`config.mk`:
```
export PLATFORM = sky130hd
export DESIGN_NAME = block_bitmap_allocator
export DESIGN_NICKNAME = d
export VERILOG_FILES = /design/src/rtl/bba_pkg.sv /design/src/rtl/block_bitmap_allocator.sv /design/src/rtl/bba_front.sv /design/src/rtl/bba_back.sv
export SDC_FILE = /design/constraint.sdc
export NUM_CORES = 1
export LEC_CHECK = 0
export ABC_CLOCK_PERIOD_IN_PS = 7000
export BUFFER_PORTS_ARGS = -buffer_cell sky130_fd_sc_hd__clkbuf_2
export CAP_MARGIN = 40
export CORE_ASPECT_RATIO = 0.9
export CORE_MARGIN = 4
export CORE_UTILIZATION = 40
export DETAILED_ROUTE_END_ITERATION = 8
export SYNTH_ARGS = -nofsm -noshare
export SYNTH_HDL_FRONTEND = slang
export SYNTH_SLANG_ARGS = --single-unit
```
`constraint.sdc`:
```
create_clock -name clk -period 7 [get_ports clk]
set_input_delay 0.7 -clock clk [delete_from_list [all_inputs] [get_ports clk]]
set_output_delay 0.7 -clock clk [all_outputs]
set_load 0.01 [all_outputs]
```
`src/rtl/bba_pkg.sv`:
```
// Shared types and constants for the block bitmap allocator.
`default_nettype none
package bba_pkg;

    localparam int NUM_BLOCKS = 256;
    localparam int MAP_BYTES  = (NUM_BLOCKS + 7) / 8;
    localparam int BYTE_W     = (MAP_BYTES > 1) ? $clog2(MAP_BYTES) : 1;
    localparam int QUEUE_DEPTH = 2;

    localparam logic [7:0] ALL_TAKEN = 8'hFF;
    localparam logic [7:0] FIRST_BIT = 8'h80;
    // Unused low bits of a partial last byte read as taken.
    localparam logic [7:0] LAST_PAD  = (NUM_BLOCKS % 8 == 0) ? 8'h00 :
                                       8'(ALL_TAKEN >> (NUM_BLOCKS % 8));

    typedef enum logic [1:0] {
        CMD_FIND  = 2'd0,
        CMD_SET   = 2'd1,
        CMD_CLEAR = 2'd2,
        CMD_FLIP  = 2'd3
    } cmd_t;

    typedef struct packed {
        logic [1:0] cmd;
        logic [7:0] block_index;
    } req_t;

    typedef struct packed {
        logic [7:0] result_index;
        logic       bit_value;
        logic       full_res;
    } res_t;

    // Classified request held between front and back.
    typedef struct packed {
        cmd_t       op;
        logic [7:0] idx;
        logic       in_range;
    } item_t;

    typedef struct packed {
        logic  valid;
        item_t item;
    } q_out_t;

endpackage
`default_nettype wire

```
`src/rtl/block_bitmap_allocator.sv`:
```
// Top level of the block bitmap allocator.
// Request side: a request (cmd, block_index) is taken at a rising edge with
//   push high and full low. A two-entry queue in the front end holds requests.
// Result side: while empty is low the oldest result (result_index, bit_value,
//   full_res) stands on res; it is taken at a rising edge with pop high.
// Each request gives exactly one result, in request order.
// Sequencing: the back end works on one request at a time and takes the next
//   only after the last result is loaded. Set, clear and flip pass through an
//   execute step; find passes through summary capture, byte search over the
//   registered summary bits and bit search in the chosen byte.
// Reset clears the whole occupancy map at once, so every block is free, and
//   empties the queue and the result register; requests are taken at once.
// When the receiver stalls, the back end holds its finished result until the
//   result register drains, and the front queue keeps taking requests until
//   full rises.
`default_nettype none
module block_bitmap_allocator
    import bba_pkg::*;
(
    input  wire logic clk,
    input  wire logic rst_n,
    input  wire logic push,
    output logic      full,
    input  wire req_t req,
    output logic      empty,
    input  wire logic pop,
    output res_t      res
);

    q_out_t q_out;
    logic   take;

    bba_front u_front (
        .clk   (clk),
        .rst_n (rst_n),
        .push  (push),
        .full  (full),
        .req   (req),
        .q_out (q_out),
        .take  (take)
    );

    bba_back u_back (
        .clk   (clk),
        .rst_n (rst_n),
        .q_out (q_out),
        .take  (take),
        .empty (empty),
        .pop   (pop),
        .res   (res)
    );

endmodule
`default_nettype wire

```
`src/rtl/bba_front.sv`:
```
// Front end: accepts requests, classifies them and queues them for the back end.
`default_nettype none
module bba_front
    import bba_pkg::*;
(
    input  wire logic   clk,
    input  wire logic   rst_n,
    input  wire logic   push,
    output logic        full,
    input  wire req_t   req,
    output q_out_t      q_out,
    input  wire logic   take
);

    localparam int CNT_W = $clog2(QUEUE_DEPTH + 1);
    localparam int PTR_W = (QUEUE_DEPTH > 1) ? $clog2(QUEUE_DEPTH) : 1;

    item_t             store [QUEUE_DEPTH];
    logic [PTR_W-1:0]  wr_ptr_reg, wr_ptr_next;
    logic [PTR_W-1:0]  rd_ptr_reg, rd_ptr_next;
    logic [CNT_W-1:0]  count_reg, count_next;
    item_t             in_item;
    logic              do_push, do_pop;

    always_comb
    begin
        in_item.op       = cmd_t'(req.cmd);
        in_item.idx      = req.block_index;
        in_item.in_range = (32'(req.block_index) < 32'(NUM_BLOCKS));
    end

    assign full       = (count_reg == CNT_W'(QUEUE_DEPTH));
    assign do_push    = push && !full;
    assign do_pop     = take && (count_reg != '0);
    assign q_out.valid = (count_reg != '0);
    assign q_out.item  = store[rd_ptr_reg];

    always_comb
    begin
        wr_ptr_next = wr_ptr_reg;
        rd_ptr_next = rd_ptr_reg;
        count_next  = count_reg;
        if (do_push)
        begin
            wr_ptr_next = (wr_ptr_reg == PTR_W'(QUEUE_DEPTH - 1)) ? '0 : wr_ptr_reg + 1'b1;
        end
        if (do_pop)
        begin
            rd_ptr_next = (rd_ptr_reg == PTR_W'(QUEUE_DEPTH - 1)) ? '0 : rd_ptr_reg + 1'b1;
        end
        if (do_push && !do_pop)
        begin
            count_next = count_reg + 1'b1;
        end
        else if (do_pop && !do_push)
        begin
            count_next = count_reg - 1'b1;
        end
    end

    always_ff @(posedge clk or negedge rst_n)
    begin
        if (!rst_n)
        begin
            wr_ptr_reg <= '0;
            rd_ptr_reg <= '0;
            count_reg  <= '0;
        end
        else
        begin
            wr_ptr_reg <= wr_ptr_next;
            rd_ptr_reg <= rd_ptr_next;
            count_reg  <= count_next;
        end
    end

    always_ff @(posedge clk)
    begin
        if (do_push)
        begin
            store[wr_ptr_reg] <= in_item;
        end
    end

endmodule
`default_nettype wire

```
`src/rtl/bba_back.sv`:
```
// Back end: occupancy map, first-fit search and the result register.
`default_nettype none
module bba_back
    import bba_pkg::*;
(
    input  wire logic   clk,
    input  wire logic   rst_n,
    input  wire q_out_t q_out,
    output logic        take,
    output logic        empty,
    input  wire logic   pop,
    output res_t        res
);

    typedef enum logic [1:0] {
        S_IDLE,
        S_SCAN,
        S_BIT,
        S_EXEC
    } state_t;

    state_t                         state_reg;
    logic [MAP_BYTES-1:0][7:0]      map_reg;
    logic [MAP_BYTES-1:0]           summary_reg;
    logic [MAP_BYTES-1:0]           row_full;
    item_t                          cur_reg;
    logic [BYTE_W-1:0]              byte_sel_reg;
    logic                           any_free_reg;
    logic                           out_valid_reg;
    res_t                           out_reg;

    logic [BYTE_W-1:0]              first_byte;
    logic [7:0]                     scan_row;
    logic [2:0]                     bit_pos;
    logic [BYTE_W+2:0]              found_idx;
    logic [BYTE_W-1:0]              exec_byte;
    logic [7:0]                     exec_mask;
    logic [7:0]                     exec_new;
    logic                           slot_free;
    logic                           res_load;

    function automatic logic [7:0] pad_mask(input logic [BYTE_W-1:0] b);
        return (b == BYTE_W'(MAP_BYTES - 1)) ? LAST_PAD : 8'h00;
    endfunction

    // Byte summary: set when no free block remains in that byte.
    always_comb
    begin
        for (int b = 0; b < MAP_BYTES; b++)
        begin
            row_full[b] = ((map_reg[b] | pad_mask(BYTE_W'(b))) == ALL_TAKEN);
        end
    end

    // Lowest byte with a free block, from the registered summary.
    always_comb
    begin
        first_byte = '0;
        for (int b = MAP_BYTES - 1; b >= 0; b--)
        begin
            if (!summary_reg[b])
            begin
                first_byte = BYTE_W'(b);
            end
        end
    end

    // Lowest free bit inside the chosen byte, most significant bit first.
    always_comb
    begin
        scan_row = map_reg[byte_sel_reg] | pad_mask(byte_sel_reg);
        bit_pos  = '0;
        for (int j = 7; j >= 0; j--)
        begin
            if (!scan_row[7 - j])
            begin
                bit_pos = 3'(j);
            end
        end
        found_idx = {byte_sel_reg, bit_pos};
    end

    always_comb
    begin
        exec_byte = BYTE_W'(cur_reg.idx >> 3);
        exec_mask = 8'(FIRST_BIT >> cur_reg.idx[2:0]);
        case (cur_reg.op)
            CMD_SET:   exec_new = map_reg[exec_byte] | exec_mask;
            CMD_CLEAR: exec_new = map_reg[exec_byte] & ~exec_mask;
            CMD_FLIP:  exec_new = map_reg[exec_byte] ^ exec_mask;
            default:   exec_new = map_reg[exec_byte];
        endcase
    end

    assign slot_free = !out_valid_reg || pop;
    assign res_load  = ((state_reg == S_BIT) || (state_reg == S_EXEC)) && slot_free;
    assign take      = (state_reg == S_IDLE) && q_out.valid;
    assign empty     = !out_valid_reg;
    assign res       = out_reg;

    always_ff @(posedge clk or negedge rst_n)
    begin
        if (!rst_n)
        begin
            state_reg     <= S_IDLE;
            map_reg       <= '0;
            summary_reg   <= '0;
            cur_reg       <= '0;
            byte_sel_reg  <= '0;
            any_free_reg  <= 1'b0;
            out_valid_reg <= 1'b0;
            out_reg       <= '0;
        end
        else
        begin
            // Drop the taken result unless a new one replaces it.
            if (pop && out_valid_reg && !res_load)
            begin
                out_valid_reg <= 1'b0;
            end
            case (state_reg)
                S_IDLE:
                begin
                    if (q_out.valid)
                    begin
                        cur_reg     <= q_out.item;
                        summary_reg <= row_full;
                        state_reg   <= (q_out.item.op == CMD_FIND) ? S_SCAN : S_EXEC;
                    end
                end
                S_SCAN:
                begin
                    byte_sel_reg <= first_byte;
                    any_free_reg <= !(&summary_reg);
                    state_reg    <= S_BIT;
                end
                S_BIT:
                begin
                    // Hold until the result register can take the answer.
                    if (slot_free)
                    begin
                        out_valid_reg <= 1'b1;
                        if (any_free_reg)
                        begin
                            out_reg.result_index <= 8'(found_idx);
                            out_reg.bit_value    <= 1'b0;
                            out_reg.full_res     <= 1'b0;
                        end
                        else
                        begin
                            out_reg.result_index <= '0;
                            out_reg.bit_value    <= 1'b1;
                            out_reg.full_res     <= 1'b1;
                        end
                        state_reg <= S_IDLE;
                    end
                end
                S_EXEC:
                begin
                    if (slot_free)
                    begin
                        out_valid_reg        <= 1'b1;
                        out_reg.result_index <= cur_reg.idx;
                        out_reg.full_res     <= 1'b0;
                        if (cur_reg.in_range)
                        begin
                            map_reg[exec_byte] <= exec_new;
                            out_reg.bit_value  <= |(exec_new & exec_mask);
                        end
                        else
                        begin
                            // Drop writes beyond the map.
                            out_reg.bit_value  <= 1'b0;
                        end
                        state_reg <= S_IDLE;
                    end
                end
                default:
                begin
                    state_reg <= S_IDLE;
                end
            endcase
        end
    end

endmodule
`default_nettype wire
```
== After elaboration in Yosys (flattened, before gate mapping) ==
Memories as Yosys holds them, arrays and structs flattened.
Index checks and enable logic that the tools add are counted.

* Latch bits: 0
* Bits in registers: 322
* Bits in read-only memories: 0
* Memories kept: 1
* Output and inout bits: 12
* Memory bits (writable): 20
* Input bits: 14
* Logic and storage cells: 198

{| class="wikitable"
|+ Memory list
! name !! depth !! bits a word !! read ports !! clocked after Yosys merged registers in !! write ports !! RTL line !! RTL
|-
| u_front.store || 2 || 10 || 1 || 0 || 1 || bba_front.sv:18 || <nowiki>item_t store [QUEUE_DEPTH];</nowiki>
|}

* Shift operators: 1
* Magnitude comparators: 3
* Multiplexer cells: 66
* Equal/unequal tests: 43
* Reduce and logical (&&, ||, !) cells: 29
* $add $sub $neg: 4
* Bitwise logic cells: 5
* $mul: 0
* Div/mod/pow operators: 0

{| class="wikitable"
|+ Operator list
! operator !! count
|-
| 256-bit bitwise mux || 1
|-
| 8-bit equality test (second input constant) || 32
|-
| 5-bit 2-to-1 mux || 32
|-
| 8-bit binary-select mux with 5-bit select || 2
|-
| 8-bit demux with 5-bit select || 1
|-
| 32-bit AND reduction || 1
|-
| 10-bit 2-to-1 mux || 3
|-
| 3-bit 2-to-1 mux || 8
|-
| 8-bit 2-to-1 mux || 3
|-
| 8-bit case mux with 3 select lines || 1
|-
| 10-bit case mux with 2 select lines || 1
|-
| 8-bit AND || 2
|-
| 5-bit by 6-bit less-than comparator with 1-bit output (second input constant) || 2
|-
| 2-bit equality test (second input constant) || 5
|-
| 2-bit 2-to-1 mux || 5
|-
| 1-bit logical AND || 9
|-
| 1-bit 2-to-1 mux || 8
|-
| 2-bit by 1-bit != test with 1-bit output (second input constant) || 4
|-
| 8-bit inverter || 1
|-
| 8-bit OR || 1
|-
| 8-bit OR reduction || 1
|-
| 8-bit by 3-bit right shift with 8-bit output (first input constant) || 1
|-
| 8-bit XOR || 1
|-
| 1-bit logical NOT || 6
|-
| other kinds (12) || 20
|}

== Longest topological paths before layout ==
* Depth in word-level cells: 32
* Gate-level depth with buffers: 17
* Gate-level depth less buffers: 12

== By module ==
From an unflattened synthesis, not the netlist that was laid out.

* Cell total of the unflattened synthesis: 1766
* Area total of the unflattened synthesis: 18805.5 sq um

{| class="wikitable"
|+ Modules (own cells, without submodules)
! module !! area an instance (sq um) !! times used !! cells an instance !! seq. area each (sq um)
|-
| bba_back || 17825.8 || 1 || 1714 || 7957.6
|-
| bba_front || 979.7 || 1 || 52 || 700.7
|}

== Worst setup path after synthesis ==
OpenSTA, ideal clock, no wires.

* Path kind: reg-to-reg
* Start point: register u_back.cur_reg[4] in the netlist's numbering
* End point: register u_back.out_reg (netlist bit u_back.res[1])
* Path buffers: 2
* Required time: 6.866 ns
* Setup time: 0.134 ns
* Clock period less this slack: 2.968 ns
* Slack: 4.032 ns
* Data arrival time: 2.833 ns
* Cell stages (with the launch flop): 13
* Path through: dfrtp_1 -> buf_2 -> buf_2 -> nand4b_1 -> o22ai_1 -> or4_1 -> nor2_1 -> ha_1 -> mux4_2 -> a21oi_1 -> o211ai_1 -> o311ai_0 -> o21ai_0

* Longest elaborated chain between the ends: 9
* Elaborated cells on any way between the ends: 11
* Classes of those cells: mux (6); bitwise (4); reduce/logical (1)

{| class="wikitable"
|+ RTL lines
! what !! RTL line !! RTL
|-
| from (decl) || bba_back.sv:26 || <nowiki>item_t cur_reg;</nowiki>
|-
| from (signal assigned) || bba_back.sv:126 || <nowiki>cur_reg <= q_out.item;</nowiki>
|-
| 8-bit binary-select mux with 5-bit select (*) || -- ||
|-
| 8-bit 2-to-1 mux (implied by the code) (*) || -- ||
|-
| 8-bit XOR, or another cell as far along || bba_back.sv:90 || <nowiki>CMD_FLIP: exec_new = map_reg[exec_byte] ^ exec_mask;</nowiki>
|-
| 8-bit case mux with 3 select lines (*) || bba_back.sv:87 || <nowiki>case (cur_reg.op)</nowiki>
|-
| 8-bit AND (*) || bba_back.sv:168 || <nowiki>out_reg.bit_value <= |(exec_new & exec_mask);</nowiki>
|-
| 8-bit OR reduction (*) || bba_back.sv:168 ||
|-
| 1-bit 2-to-1 mux (*) || bba_back.sv:165 || <nowiki>if (cur_reg.in_range)</nowiki>
|-
| 10-bit 2-to-1 mux (*) || bba_back.sv:160 || <nowiki>if (slot_free)</nowiki>
|-
| 10-bit case mux with 2 select lines (*) || bba_back.sv:121 || <nowiki>case (state_reg)</nowiki>
|-
| to (decl) || bba_back.sv:30 || <nowiki>res_t out_reg;</nowiki>
|}

Mark *: on every way between the ends. The rest lies on a longest branch, timed or not. The select of a mux whose other input is x is not followed.
A chain may end at the register's enable or synchronous reset.

== Final worst setup path ==
* Start point: register u_back.cur_reg[5] in the netlist's numbering
* End point: register u_back.map_reg[122] in the netlist's numbering

* Longest elaborated chain between the ends: 5
* Elaborated cells on any way between the ends: 12
* Classes of those cells: order compare (2); mux (6); bitwise (3); reduce/logical (1)

{| class="wikitable"
|+ RTL lines
! what !! RTL line !! RTL
|-
| 8-bit binary-select mux with 5-bit select, or another cell as far along || -- ||
|-
| 8-bit 2-to-1 mux (implied by the code) / 1-bit logical AND (equally long branches) || -- ||
|-
| 8-bit XOR, or another cell as far along || bba_back.sv:90 ||
|-
| 8-bit case mux with 3 select lines / 8-bit demux with 5-bit select (equally long branches) || -- ||
|-
| 256-bit bitwise mux (*) || bba_back.sv:167 || <nowiki>map_reg[exec_byte] <= exec_new;</nowiki>
|-
| to (signal, indexed assignment) || bba_back.sv:167 ||
|-
| to (decl) || bba_back.sv:23 || <nowiki>logic [MAP_BYTES-1:0][7:0] map_reg;</nowiki>
|}

Marked as above.

==> impl_results.md <==
- FF-to-FF Start: u_back.cur_reg[5]
- # rows: 74
- Vias post-DR: about 15000
- Die width: 236 um
- Min cycle time layout: 4.37 ns
- Maximum resistive drop on vdd: roughly 0.24 mV
- Unrepaired setup endpoints after global routing: false
- Core Region: 45700 sq um
- Max reg flops: 256
- FF+latch count, synth: 342
- Grt ovf: 0
- Ports: 26
- Seq pwr share: 0.390
- Worst EP required: 7.39 ns
- Worst path cell trace: buf_4 > mux2i_1 > o22ai_1 > or4_1 > nor2_1 > ha_1 > inv_1 > mux4_2 > o21ai_0
- Clk_skew: 0.0181 ns
- Cells after Synth: 1665
- CP startpoint kind: flop
- First-pass GRT wire length: 97.1 mm
- Clock Path Buffers: 3
- CTS Hold Bufs: 0
- Final wirelength: 65.5 mm
- Switching portion of total power: 0.432
- Top cells by count, synth: dfrtp_1, mux2i_1, mux2_2
- Post-Synthesis Cell Area: 18700 sq um
- Number of flops mapped to enable cells by yosys: 20
- # DRC: 0
- Placed cells: 2198
- Non-filler cells, final: 2265
- Pleak: 8.61 nW
- Initial Utilization: 0.408
- Slew headroom: 0.263
- RePlAce Congestion: around 1.0
- Final setup margin: 2.63 ns
- Power Dens Cells: 419 nW/um^2
- Switching Power: 0.00373 W
- First-pass DRT Iterations: 5
- Fmax: 0.229 GHz
- Setup CP Type: reg2reg
- CP startpoint: u_back.cur_reg[5]
- Synth-to-Final Area Change: 10.5%
- Comb power frac: 0.380
- Yosys cell types: 61
- Post-DR vias/cell: 6.43
- CTS tree: done
- Slowest stage delay, CP: 0.89 ns
- Slowest stage cell on the critical path: dfrtp_4
- Clock Power Share: 0.230
- Diode count: 0
- Largest net degree at the start of global routing: 168
- Top post-synthesis cells by area: dfrtp_1, mux2_2, mux2i_1
- # nets final: 1661
- Die ar.: 50200 sq um
- Status: finished, final reports clean
- Slew Limit Fails: 0
- Initial antenna violation count: 2
- Final Hold Fails: 0
- H-tree depth: 2
- Wire length per cell: 28.9 um
- Max_cap viols: 0
- Setup TNS: 0 ns
- Clock root cell: clkbuf_16
- Die Y: 213 um
- Synth Flop Type: dfrtp_1
- Share of cells above drive strength 1: 0.218
- Count leader, synth: dfrtp_1
- Gates resized, CTS repair: 0
- Vias in the first global route: 14088
- Critical Path AT: between 4 and 5 ns
- DPL Wire Length: between 40 and 50 mm
- Antenna Nets Post-Route: 0
- Crit end category: flop
- Port Buf Inserts: 25
- Syn Nets: 1696
- Period utilization: 0.625
- All-Layer GR Usage: 0.258
- Clock slew at the register clock pins of the worst setup and hold paths: 0.06 ns
- Internal cell power: 0.00491 W
- Least-Margin Pin Slew: 1.11 ns
- Number of setup buffers added after CTS: 0
- Yosys Warn Count: 0
- Yosys top cell area share: 0.432
- Hold Crit Class: in2async
- Seq/Total Area, Yosys: 0.464
- CTS buffer count: 38
- FFs w/ async S/R, synth: 0.942
- Yosys top cell by area: dfrtp_1
- Avg Cell Area, Syn: 11.2 sq um
- Clock Sinks: ~340
- Crit-path max FO: 41
- Clk_lat worst skew: 0.56 ns
- Worst slack, placed: 2.72 ns
- Initial DRC Count: 1847
- Final setup vio count: 0
==> metrics by stage <==
step,cell area (sq um),util,hold WS (ns),power [W]
finish,20600,0.451,0.142,0.00864
global route,20600,0.451,0.180,0.00900
CTS,20600,0.451,0.155,0.00857
detailed placement,19400,0.424,0.476,0.00657
global placement,19200,0.419,0.472,0.00641
floorplan,18700,-,0.404,0.00516
==> layer usage <==
layer	GRT usage	wire (um)	vias up
met1	0.371	28400	7488
met5	0	19	-
li1	-	-	6169
met3	0.0647	6400	123
met2	0.390	28900	782
met4	0.0755	1890	2
==> critical path: cells and delay by family (launching register included) <==
family	cells	cell delay, ns
muxes	2	1.17
DFF	1	0.89
and+or+nand+nor	2	0.84
buffers and inverters	2	0.61
AOI/OAI and AO/OA	2	0.33
adders and majority gates	1	0.30
==> layout make-up <==
class	count	area [sq um]
repair buffers	61	568
clock inverters	20	171
clock buffers	47	1050
flip-flops and latches	342	8670
multi-input cells	1162	9310
inverters	25	93.8
well taps	608	761
fillers	4242	25100
==> power groups by stage <==
stage	registers, W	logic (W)	clock network (W)
after floorplan	0.00291	0.00225	0
after global placement	0.00337	0.00304	0
after detailed placement	0.00336	0.00321	0
after CTS	0.00333	0.00323	0.00202
after global routing	0.00342	0.00348	0.00210
final	0.00337	0.00328	0.00199
==> kinds of logic after synthesis <==
group | Yosys count | synth area share
AOI/OAI and AO/OA | 303 | 0.0995
buffers and inverters | 161 | 0.0409
DFF | 342 | 0.464
muxes | 400 | 0.266
xor gates and xnor gates | 5 | 0.00235
and+or+nand+nor | 437 | 0.116
adders and majority gates | 17 | 0.0114
==> cells in the final DEF, fill, tap and decap left out, types with 6 or more instances in the layout <==
cell type,count
edfxtp_1,20
clkinv_2,8
nand2b_1,13
nand3_1,22
dfrtp_1,318
a31oi_1,6
clkbuf_16,39
a21oi_1,62
nor2b_1,18
buf_4,26
buf_16,7
o211ai_1,7
nor4_1,13
a22oi_1,7
o31ai_1,34
o22ai_1,67
or3_1,6
ha_1,17
mux2_2,164
a211oi_1,10
mux2i_1,171
and3_1,9
nand4_1,77
nor3_1,12
mux4_2,60
inv_1,25
clkbuf_2,24
nor2_1,98
nand2_1,144
o21ai_1,18
o21ai_0,60
==> final timing paths <==
| check | to | cells after the start | slack (ns) |
|---|---|---|---|
| max in group asynchronous | u_back.map_reg[172] | 2 | 5.40 |
| worst min register to register | u_back.cur_reg[0] | 1 | 0.49 |
| min in group clk | u_front.store[0][6] | 1 | 0.34 |
| worst min-delay path | u_front.count_reg[0] | 1 | 0.14 |
| worst max register to register | u_back.map_reg[122] | 9 | 2.63 |
| worst max-delay path | u_back.map_reg[122] | 9 | 2.63 |
No activity file was read; power rests on OpenSTA's default activity.
